`config.mk`:
```
export PLATFORM = sky130hd
export DESIGN_NAME = pi_steering_controller
export DESIGN_NICKNAME = d
export VERILOG_FILES = /design/src/hw/rtl/pisc_pkg.sv /design/src/hw/rtl/pisc_cfg_regs.sv /design/src/hw/rtl/pi_steering_controller.sv
export SDC_FILE = /design/constraint.sdc
export NUM_CORES = 2
export LEC_CHECK = 0
export BUFFER_PORTS_ARGS = -buffer_cell sky130_fd_sc_hd__buf_2
export CAP_MARGIN = 25
export CORE_ASPECT_RATIO = 0.75
export CORE_MARGIN = 1.5
export CORE_UTILIZATION = 45
export CTS_CLUSTER_DIAMETER = 100
export DETAILED_ROUTE_END_ITERATION = 8
export GPL_TIMING_DRIVEN = 1
export PLACE_DENSITY = 0.63
export SYNTH_ARGS = -nofsm -noshare
export SYNTH_HDL_FRONTEND = slang
export SYNTH_SLANG_ARGS = --single-unit
export TNS_END_PERCENT = 5
```
`constraint.sdc`:
```
create_clock -name clk -period 9.67 [get_ports clk]
set_clock_uncertainty 0.05 [all_clocks]
set_input_delay 1.4505 -clock clk [delete_from_list [all_inputs] [get_ports clk]]
set_output_delay 1.4505 -clock clk [all_outputs]
set_load 0.01 [all_outputs]
```
`src/hw/rtl/pisc_pkg.sv`:
```
// ----------------------------------------------------------------------------
// pisc_pkg
// types, codes and constants of the pi steering controller
// ----------------------------------------------------------------------------
`default_nettype none

package pisc_pkg;

    localparam int CFG_ADDR_W  = 3;
    localparam int CFG_DATA_W  = 16;
    localparam int MEAS_W      = 16;
    localparam int OPCODE_W    = 2;
    localparam int OUT_TDATA_W = 32;

    // reset values of the configuration registers
    localparam logic signed [15:0] RST_REFERENCE    = 16'sd3840;
    localparam logic [11:0]        RST_PROP_GAIN    = 12'd512;
    localparam logic [11:0]        RST_INTEG_GAIN   = 12'd1024;
    localparam logic [11:0]        RST_OVERALL_GAIN = 12'd256;
    localparam logic signed [7:0]  RST_INTEG_HIGH   = 8'sd20;
    localparam logic signed [7:0]  RST_INTEG_LOW    = 8'sd0;
    localparam logic [7:0]         RST_OUT_HIGH     = 8'd200;
    localparam logic [7:0]         RST_OUT_LOW      = 8'd0;

    // drive register reset and band edges
    localparam logic [7:0] RST_DRIVE     = 8'd160;
    localparam logic [7:0] BAND_FWD_LO   = 8'd124;
    localparam logic [7:0] BAND_FWD_HI   = 8'd155;
    localparam logic [7:0] BAND_REV_LO   = 8'd70;
    localparam logic [7:0] BAND_REV_HI   = 8'd100;
    localparam logic [7:0] DUTY_FULL     = 8'd255;

    typedef enum logic [CFG_ADDR_W-1:0] {
        CFG_REFERENCE    = 3'd0,
        CFG_PROP_GAIN    = 3'd1,
        CFG_INTEG_GAIN   = 3'd2,
        CFG_OVERALL_GAIN = 3'd3,
        CFG_INTEG_HIGH   = 3'd4,
        CFG_INTEG_LOW    = 3'd5,
        CFG_OUT_HIGH     = 3'd6,
        CFG_OUT_LOW      = 3'd7
    } cfg_idx_t;

    typedef enum logic [OPCODE_W-1:0] {
        OP_MEASURE = 2'd0,
        OP_EVENT_A = 2'd1,
        OP_EVENT_B = 2'd2
    } opcode_t;

    typedef struct packed {
        logic signed [15:0] reference;
        logic [11:0]        prop_gain;
        logic [11:0]        integ_gain;
        logic [11:0]        overall_gain;
        logic signed [7:0]  integ_high;
        logic signed [7:0]  integ_low;
        logic [7:0]         out_high;
        logic [7:0]         out_low;
    } cfg_t;

endpackage

`default_nettype wire

```
`src/hw/rtl/pisc_cfg_regs.sv`:
```
// ----------------------------------------------------------------------------
// pisc_cfg_regs
// configuration register file, written through a plain write port
// ----------------------------------------------------------------------------
`default_nettype none

module pisc_cfg_regs (
    input  wire logic                              clk,
    input  wire logic                              rst_n,
    input  wire logic                              cfg_we,
    input  wire logic [pisc_pkg::CFG_ADDR_W-1:0]   cfg_addr,
    input  wire logic [pisc_pkg::CFG_DATA_W-1:0]   cfg_wdata,
    output pisc_pkg::cfg_t                         cfg
);

    pisc_pkg::cfg_t cfg_reg;
    pisc_pkg::cfg_t cfg_next;

    always_comb
    begin
        cfg_next = cfg_reg;
        if (cfg_we)
        begin
            case (pisc_pkg::cfg_idx_t'(cfg_addr))
                pisc_pkg::CFG_REFERENCE:    cfg_next.reference    = cfg_wdata;
                pisc_pkg::CFG_PROP_GAIN:    cfg_next.prop_gain    = cfg_wdata[11:0];
                pisc_pkg::CFG_INTEG_GAIN:   cfg_next.integ_gain   = cfg_wdata[11:0];
                pisc_pkg::CFG_OVERALL_GAIN: cfg_next.overall_gain = cfg_wdata[11:0];
                pisc_pkg::CFG_INTEG_HIGH:   cfg_next.integ_high   = cfg_wdata[7:0];
                pisc_pkg::CFG_INTEG_LOW:    cfg_next.integ_low    = cfg_wdata[7:0];
                pisc_pkg::CFG_OUT_HIGH:     cfg_next.out_high     = cfg_wdata[7:0];
                pisc_pkg::CFG_OUT_LOW:      cfg_next.out_low      = cfg_wdata[7:0];
                default:                    cfg_next = cfg_reg;
            endcase
        end
    end

    always_ff @(posedge clk or negedge rst_n)
    begin
        if (!rst_n)
        begin
            cfg_reg.reference    <= pisc_pkg::RST_REFERENCE;
            cfg_reg.prop_gain    <= pisc_pkg::RST_PROP_GAIN;
            cfg_reg.integ_gain   <= pisc_pkg::RST_INTEG_GAIN;
            cfg_reg.overall_gain <= pisc_pkg::RST_OVERALL_GAIN;
            cfg_reg.integ_high   <= pisc_pkg::RST_INTEG_HIGH;
            cfg_reg.integ_low    <= pisc_pkg::RST_INTEG_LOW;
            cfg_reg.out_high     <= pisc_pkg::RST_OUT_HIGH;
            cfg_reg.out_low      <= pisc_pkg::RST_OUT_LOW;
        end
        else
        begin
            cfg_reg <= cfg_next;
        end
    end

    assign cfg = cfg_reg;

endmodule

`default_nettype wire

```
`src/hw/rtl/pi_steering_controller.sv`:
```
// ----------------------------------------------------------------------------
// pi_steering_controller
// pi position controller with integrator clamp and band-decoded bridge drive
// ----------------------------------------------------------------------------
//  channel   direction  payload                                     handshake
//  s_axis    in         tuser: opcode, tdata: measurement           tvalid/tready
//  m_axis    out        tdata: drive, fwd duty, rev duty, bridge    tvalid/tready
//  cfg       in         cfg_addr, cfg_wdata                         cfg_we
//
//  a measurement request steps through its states on one shared 13x31 signed
//  multiplier, used for the three gain products in turn; timer event requests
//  only decode the drive band and emit the result
//  s_tready is high only while the sequencer is idle
//  the result register holds a request until taken; the sequencer waits in its
//  last step while it is full
//  reset loads the register reset values; no clearing pass
// ----------------------------------------------------------------------------
`default_nettype none

module pi_steering_controller (
    input  wire logic                                clk,
    input  wire logic                                rst_n,
    input  wire logic                                s_tvalid,
    output      logic                                s_tready,
    input  wire logic [pisc_pkg::MEAS_W-1:0]         s_tdata,   // measurement
    input  wire logic [pisc_pkg::OPCODE_W-1:0]       s_tuser,   // opcode
    output      logic                                m_tvalid,
    input  wire logic                                m_tready,
    // drive_value, forward_duty, reverse_duty, bridge_enable, zero fill
    output      logic [pisc_pkg::OUT_TDATA_W-1:0]    m_tdata,
    input  wire logic                                cfg_we,
    input  wire logic [pisc_pkg::CFG_ADDR_W-1:0]     cfg_addr,
    input  wire logic [pisc_pkg::CFG_DATA_W-1:0]     cfg_wdata
);

    typedef enum logic [2:0] {
        ST_IDLE,
        ST_DECODE,
        ST_INTEG,
        ST_MUL_I,
        ST_SUM,
        ST_MUL_O,
        ST_CLAMP,
        ST_EMIT
    } state_t;

    pisc_pkg::cfg_t cfg;

    pisc_cfg_regs u_cfg_regs (
        .clk       (clk),
        .rst_n     (rst_n),
        .cfg_we    (cfg_we),
        .cfg_addr  (cfg_addr),
        .cfg_wdata (cfg_wdata),
        .cfg       (cfg)
    );

    // control state
    state_t                 state_reg,    state_next;
    logic signed [23:0]     integ_reg,    integ_next;
    logic [7:0]             drive_reg,    drive_next;
    logic [7:0]             fwd_reg,      fwd_next;
    logic [7:0]             rev_reg,      rev_next;
    logic                   bridge_reg,   bridge_next;
    logic                   m_tvalid_reg, m_tvalid_next;

    // payload
    pisc_pkg::opcode_t      op_reg,       op_next;
    logic signed [15:0]     meas_reg,     meas_next;
    logic signed [16:0]     err_reg,      err_next;
    logic signed [43:0]     prod_reg,     prod_next;
    logic signed [30:0]     acc_reg,      acc_next;
    logic [pisc_pkg::OUT_TDATA_W-1:0] m_tdata_reg, m_tdata_next;

    // shared multiplier
    logic signed [12:0]     mul_a;
    logic signed [30:0]     mul_b;
    logic signed [43:0]     mul_p;

    // integrator path
    logic signed [18:0]     integ_sum;
    logic signed [18:0]     integ_biased;
    logic signed [10:0]     integ_whole;
    logic signed [10:0]     whole_hi;
    logic signed [10:0]     lim_high;
    logic signed [10:0]     lim_low;
    logic signed [18:0]     high_scaled;
    logic signed [18:0]     low_scaled;
    logic                   hi_hit;
    logic                   lo_hit;
    logic signed [18:0]     integ_clamped;

    // drive path
    logic signed [43:0]     drv_biased;
    logic signed [19:0]     drv_whole;
    logic signed [19:0]     drv_hi;
    logic signed [19:0]     drv_lim;
    logic signed [19:0]     out_high_ext;
    logic signed [19:0]     out_low_ext;

    logic                   s_accept;

    assign s_tready = (state_reg == ST_IDLE);
    assign s_accept = s_tvalid && s_tready;

    always_comb
    begin
        case (state_reg)
            ST_INTEG:
            begin
                mul_a = $signed({1'b0, cfg.prop_gain});
                mul_b = 31'(err_reg);
            end
            ST_MUL_I:
            begin
                mul_a = $signed({1'b0, cfg.integ_gain});
                mul_b = {{13{integ_reg[17]}}, integ_reg[17:0]};
            end
            ST_MUL_O:
            begin
                mul_a = $signed({1'b0, cfg.overall_gain});
                mul_b = acc_reg;
            end
            default:
            begin
                mul_a = '0;
                mul_b = '0;
            end
        endcase
    end

    assign mul_p = mul_a * mul_b;

    // integrator add and clamp, whole part truncated toward zero
    assign integ_sum    = {integ_reg[17], integ_reg[17:0]} + {{2{err_reg[16]}}, err_reg};
    assign integ_biased = integ_sum + (integ_sum[18] ? 19'sd255 : 19'sd0);
    assign integ_whole  = integ_biased[18:8];
    assign lim_high     = {{3{cfg.integ_high[7]}}, cfg.integ_high};
    assign lim_low      = {{3{cfg.integ_low[7]}}, cfg.integ_low};
    assign high_scaled  = {{3{cfg.integ_high[7]}}, cfg.integ_high, 8'd0};
    assign low_scaled   = {{3{cfg.integ_low[7]}}, cfg.integ_low, 8'd0};
    assign hi_hit       = (integ_whole > lim_high);
    assign whole_hi     = hi_hit ? lim_high : integ_whole;
    assign lo_hit       = (whole_hi < lim_low);

    always_comb
    begin
        if (lo_hit)
        begin
            integ_clamped = low_scaled;
        end
        else if (hi_hit)
        begin
            integ_clamped = high_scaled;
        end
        else
        begin
            integ_clamped = integ_sum;
        end
    end

    // drive truncation toward zero and saturation
    assign drv_biased   = prod_reg + (prod_reg[43] ? 44'sd16777215 : 44'sd0);
    assign drv_whole    = drv_biased[43:24];
    assign out_high_ext = {12'd0, cfg.out_high};
    assign out_low_ext  = {12'd0, cfg.out_low};
    assign drv_hi       = (drv_whole > out_high_ext) ? out_high_ext : drv_whole;
    assign drv_lim      = (drv_hi < out_low_ext) ? out_low_ext : drv_hi;

    always_comb
    begin
        state_next    = state_reg;
        integ_next    = integ_reg;
        drive_next    = drive_reg;
        fwd_next      = fwd_reg;
        rev_next      = rev_reg;
        bridge_next   = bridge_reg;
        m_tvalid_next = m_tvalid_reg;
        op_next       = op_reg;
        meas_next     = meas_reg;
        err_next      = err_reg;
        prod_next     = prod_reg;
        acc_next      = acc_reg;
        m_tdata_next  = m_tdata_reg;

        if (m_tvalid_reg && m_tready)
        begin
            m_tvalid_next = 1'b0;
        end

        case (state_reg)
            ST_IDLE:
            begin
                if (s_accept)
                begin
                    op_next    = pisc_pkg::opcode_t'(s_tuser);
                    meas_next  = s_tdata;
                    state_next = ST_DECODE;
                end
            end
            ST_DECODE:
            begin
                case (op_reg)
                    pisc_pkg::OP_MEASURE:
                    begin
                        err_next   = {cfg.reference[15], cfg.reference}
                                   - {meas_reg[15], meas_reg};
                        state_next = ST_INTEG;
                    end
                    pisc_pkg::OP_EVENT_A:
                    begin
                        if (drive_reg >= pisc_pkg::BAND_FWD_LO &&
                            drive_reg <= pisc_pkg::BAND_FWD_HI)
                        begin
                            fwd_next    = pisc_pkg::DUTY_FULL;
                            rev_next    = '0;
                            bridge_next = 1'b1;
                        end
                        if (drive_reg > pisc_pkg::BAND_FWD_HI ||
                            drive_reg < pisc_pkg::BAND_REV_LO)
                        begin
                            fwd_next    = '0;
                            rev_next    = '0;
                            bridge_next = 1'b0;
                        end
                        state_next = ST_EMIT;
                    end
                    pisc_pkg::OP_EVENT_B:
                    begin
                        if (drive_reg >= pisc_pkg::BAND_REV_LO &&
                            drive_reg <= pisc_pkg::BAND_REV_HI)
                        begin
                            rev_next    = pisc_pkg::DUTY_FULL;
                            fwd_next    = '0;
                            bridge_next = 1'b1;
                        end
                        state_next = ST_EMIT;
                    end
                    default:
                    begin
                        state_next = ST_EMIT;
                    end
                endcase
            end
            ST_INTEG:
            begin
                integ_next = 24'(integ_clamped);
                prod_next  = mul_p;
                state_next = ST_MUL_I;
            end
            ST_MUL_I:
            begin
                acc_next   = prod_reg[30:0];
                prod_next  = mul_p;
                state_next = ST_SUM;
            end
            ST_SUM:
            begin
                acc_next   = acc_reg + prod_reg[30:0];
                state_next = ST_MUL_O;
            end
            ST_MUL_O:
            begin
                prod_next  = mul_p;
                state_next = ST_CLAMP;
            end
            ST_CLAMP:
            begin
                drive_next = drv_lim[7:0];
                state_next = ST_EMIT;
            end
            ST_EMIT:
            begin
                if (!m_tvalid_reg || m_tready)
                begin
                    m_tdata_next  = {7'd0, bridge_reg, rev_reg, fwd_reg, drive_reg};
                    m_tvalid_next = 1'b1;
                    state_next    = ST_IDLE;
                end
            end
            default:
            begin
                state_next = ST_IDLE;
            end
        endcase
    end

    always_ff @(posedge clk or negedge rst_n)
    begin
        if (!rst_n)
        begin
            state_reg    <= ST_IDLE;
            integ_reg    <= '0;
            drive_reg    <= pisc_pkg::RST_DRIVE;
            fwd_reg      <= '0;
            rev_reg      <= '0;
            bridge_reg   <= 1'b0;
            m_tvalid_reg <= 1'b0;
            op_reg       <= pisc_pkg::OP_MEASURE;
            meas_reg     <= '0;
            err_reg      <= '0;
            prod_reg     <= '0;
            acc_reg      <= '0;
            m_tdata_reg  <= '0;
        end
        else
        begin
            state_reg    <= state_next;
            integ_reg    <= integ_next;
            drive_reg    <= drive_next;
            fwd_reg      <= fwd_next;
            rev_reg      <= rev_next;
            bridge_reg   <= bridge_next;
            m_tvalid_reg <= m_tvalid_next;
            op_reg       <= op_next;
            meas_reg     <= meas_next;
            err_reg      <= err_next;
            prod_reg     <= prod_next;
            acc_reg      <= acc_next;
            m_tdata_reg  <= m_tdata_next;
        end
    end

    assign m_tvalid = m_tvalid_reg;
    assign m_tdata  = m_tdata_reg;

endmodule

`default_nettype wire

```
==> flow_summary.toml <==
[finish]
finalNetCount = 3695
syn_to_final_growth_pct = 7.273
antenna_cell_count = 0
post_route_cells_drive_above_1_share = 0.1037
max_ffs_per_register = 84

[floorplan]
initial_utilization = 0.4579
floorplan.rows = 78
area_of_the_die_sq_mm = 0.06349
io-pin-count = 76
coreArea_sq_mm = 0.06090
chip_width_um = 290.5
die_height_um = 218.6

[route]
drt_pass_1_iters = 7
number_of_drc_violations_after_detailed_routing_iteration_0 = 2168
vias = 22500
detail_route.wirelength_mm = 81.67
drt.antenna.violating_nets = 0
routed_wire_length_per_instance_um = 20.86
via_to_cell_ratio = 5.745
post-route-drc-count = 0

[global_routing]
global_route_wire_length_before_repair_mm = 130.0
antenna_violations_before_repair = 3
maximum_number_of_pins_on_one_net_before_global_route_repair = 121
grt.overflow.total = 0
gr-usage-all-layers = 0.2611
first_global_vias = 22590

[clock_tree]
clkLatencyLatePin_ns = 0.58
cts_tree = "done"
clock_root_cell = "sky130_fd_sc_hd__clkbuf_16"
cts.sinks = 238
clk_pin_slew_worst_paths_ns = 0.07
htree_num_levels = 1
cts_post_setup_buffers_inserted = 0
number_of_buffers_created_by_cts = 26
clockBufferDepth = 3
cts_resizes = 0
cts.hold.buffers_added = 0

[logic_synthesis]
post-synth-top-area-cell = "sky130_fd_sc_hd__fa_1"
yosys_warnings = 0
flip_flop_and_latch_count_after_synthesis = 238
async_reset_ff_frac = 1.000
netlist_instances = 3082
synth_seq_area_share = 0.2142
synth-edff-count = 0
syn_area_per_cell_sq_um = 9.049
syn-cell-area_sq_mm = 0.02789
dominantRegCellSynth = "sky130_fd_sc_hd__dfrtp_1"
synthTopCellsByArea = "sky130_fd_sc_hd__fa_1 (24%), sky130_fd_sc_hd__dfrtp_1 (20%), sky130_fd_sc_hd__ha_1 (10%), sky130_fd_sc_hd__inv_1 (5.8%), sky130_fd_sc_hd__mux2_2 (5.0%)"
ys_types = 85
yosys.area.top_type_share = 0.2376

[run]
maxCapViolations = 0

[worst_setup_path]
crit_path_end_kind = "register"
criticalPathCategory = "register to register"
critPathRequiredTime_ns = 10.07
worst_setup_path_start_kind = "register"
arrival_ns = 8.99
worstRegToRegCells = 26
crit_path_max_fanout = 23

[sta]
fmax_mhz = 116.4
min_period_over_period = 0.8887
grt_setup_unrepaired = "no"
tightestPinTransition_ns = 1.113
tns_ns = 0
slew_violations = 0
timing.max_slew.rel_slack = 0.2582
finalSetupViolations = 0
post-route-min-period_ns = 8.594
timing.hold.ws_ns = 0.4365
hold_viol_final = 0

[placed_design]
place.detailed.hpwl_mm = 65.80
portBuffers = 68
final_weighted_congestion_in_routability_driven_placement = 0.9407

[min_path]
hold_depth = 2
timing.hold.worst.class = "register to register"

[status]
run_status = "finished, final reports clean"
[synthesized netlist by cell type (all sizes together) (5+ instances only)]
library cell	instances
a31oi	16
mux2i	36
nand2	363
a21oi	131
a221oi	5
o21a	25
and4	6
dfrtp	224
o21bai	9
nor2b	27
nor4b	6
nor3b	10
mux2	124
buf	33
o311ai	11
xor2	36
o211ai	16
clkbuf	96
nand3b	5
a222oi	7
a21o	49
nor3	42
fa	331
ha	226
or3	13
inv	431
and3	26
nand2b	30
nor4	6
xnor2	55
nand3	42
o21ai	146
a21boi	9
a211oi	27
nand4	22
nor2	293
and2	35
o31ai	16
a22o	7
dfstp	14
a22oi	24
[layout by cell type, fill, tap and decap left out, drive strengths merged, types with 30 or more instances in the layout]
cell type / Yosys / routed
a21o: 49 / 49
a21oi: 131 / 131
and2: 35 / 35
buf: 33 / 109
clkbuf: 96 / 34
dfrtp: 224 / 224
fa: 331 / 331
ha: 226 / 226
inv: 431 / 431
mux2: 124 / 124
mux2i: 36 / 36
nand2: 363 / 363
nand2b: 30 / 30
nand3: 42 / 42
nor2: 293 / 293
nor3: 42 / 42
o21ai: 146 / 146
xnor2: 55 / 55
xor2: 36 / 36
[metal layers]
metal | GRT usage | up-vias | part of all wire
li1 | - | 10190 | -
met3 | 0.05970 | 80 | 0.11
met2 | 0.3640 | 949 | 0.39
met4 | 0.04014 | 0 | 0.014
met1 | 0.4121 | 11290 | 0.49
met5 | 0 | - | 0
[kinds of logic after synthesis]
logic type / after synthesis / synth area share
simple gates: 941 / 0.1525
buf+inv: 560 / 0.07829
fa+ha+maj: 557 / 0.3390
compound gates: 534 / 0.1243
flops: 238 / 0.2142
mux: 160 / 0.06299
xor+xnor: 91 / 0.02858
other cells: 1 / 0.0001345
[worst paths after layout]
check / from / to / slack [ns]
max in group asynchronous: rst_n / u_cfg_regs.cfg[52] / 7.06
hold reg to reg: drive_reg[7] / drive_reg[7] / 0.44
setup / recovery: state_reg[0] / prod_reg[42] / 1.08
min in group asynchronous: rst_n / m_tdata[15] / 0.93
hold / removal: drive_reg[7] / drive_reg[7] / 0.44
setup reg to reg: state_reg[0] / prod_reg[42] / 1.08
[stage by stage]
step	utilization	instance area (sq um)	std cells	worst slack, ns
final	0.4912	29920	3916	1.076
after global routing	0.4912	29920	3916	0.4428
after CTS	0.4911	29910	3915	1.168
after detailed placement	0.4771	29060	3867	1.194
after global placement	0.4768	29030	3865	1.352
after floorplan	-	27910	3088	2.207
[worst max-delay path, stage by stage (launching register included)]
cell and delay (ns):
sky130_fd_sc_hd__dfrtp_1 0.41, sky130_fd_sc_hd__inv_1 0.12, sky130_fd_sc_hd__ha_1 0.22, sky130_fd_sc_hd__nor2b_4 0.66
sky130_fd_sc_hd__a22o_1 0.54, sky130_fd_sc_hd__buf_4 0.28, sky130_fd_sc_hd__a21oi_1 0.21, sky130_fd_sc_hd__nor2_1 0.24
sky130_fd_sc_hd__fa_1 0.46, sky130_fd_sc_hd__fa_1 0.47, sky130_fd_sc_hd__fa_1 0.53, sky130_fd_sc_hd__inv_1 0.06
sky130_fd_sc_hd__fa_1 0.49, sky130_fd_sc_hd__fa_1 0.49, sky130_fd_sc_hd__inv_1 0.05, sky130_fd_sc_hd__ha_1 0.34
sky130_fd_sc_hd__a21o_1 0.20, sky130_fd_sc_hd__a21oi_1 0.17, sky130_fd_sc_hd__o21bai_1 0.13, sky130_fd_sc_hd__o21ai_0 0.34
sky130_fd_sc_hd__o21ai_0 0.20, sky130_fd_sc_hd__nor4_1 0.56, sky130_fd_sc_hd__o311ai_1 0.32, sky130_fd_sc_hd__a311oi_1 0.50
sky130_fd_sc_hd__o21ai_1 0.16, sky130_fd_sc_hd__xnor2_1 0.16, sky130_fd_sc_hd__o21ai_1 0.07
[area by class of cell]
class | instances | area [sq um]
clock inverters | 14 | 161.4
inverters | 431 | 1618
multi-input cells | 2290 | 19790
flip-flops and latches | 238 | 5973
fillers | 5823 | 30980
repair buffers | 109 | 678.2
well taps | 800 | 1001
clock buffers | 34 | 690.7
Power is not shown: default switching activity piles up to over one toggle a cycle in this logic, so the estimate is an artifact.
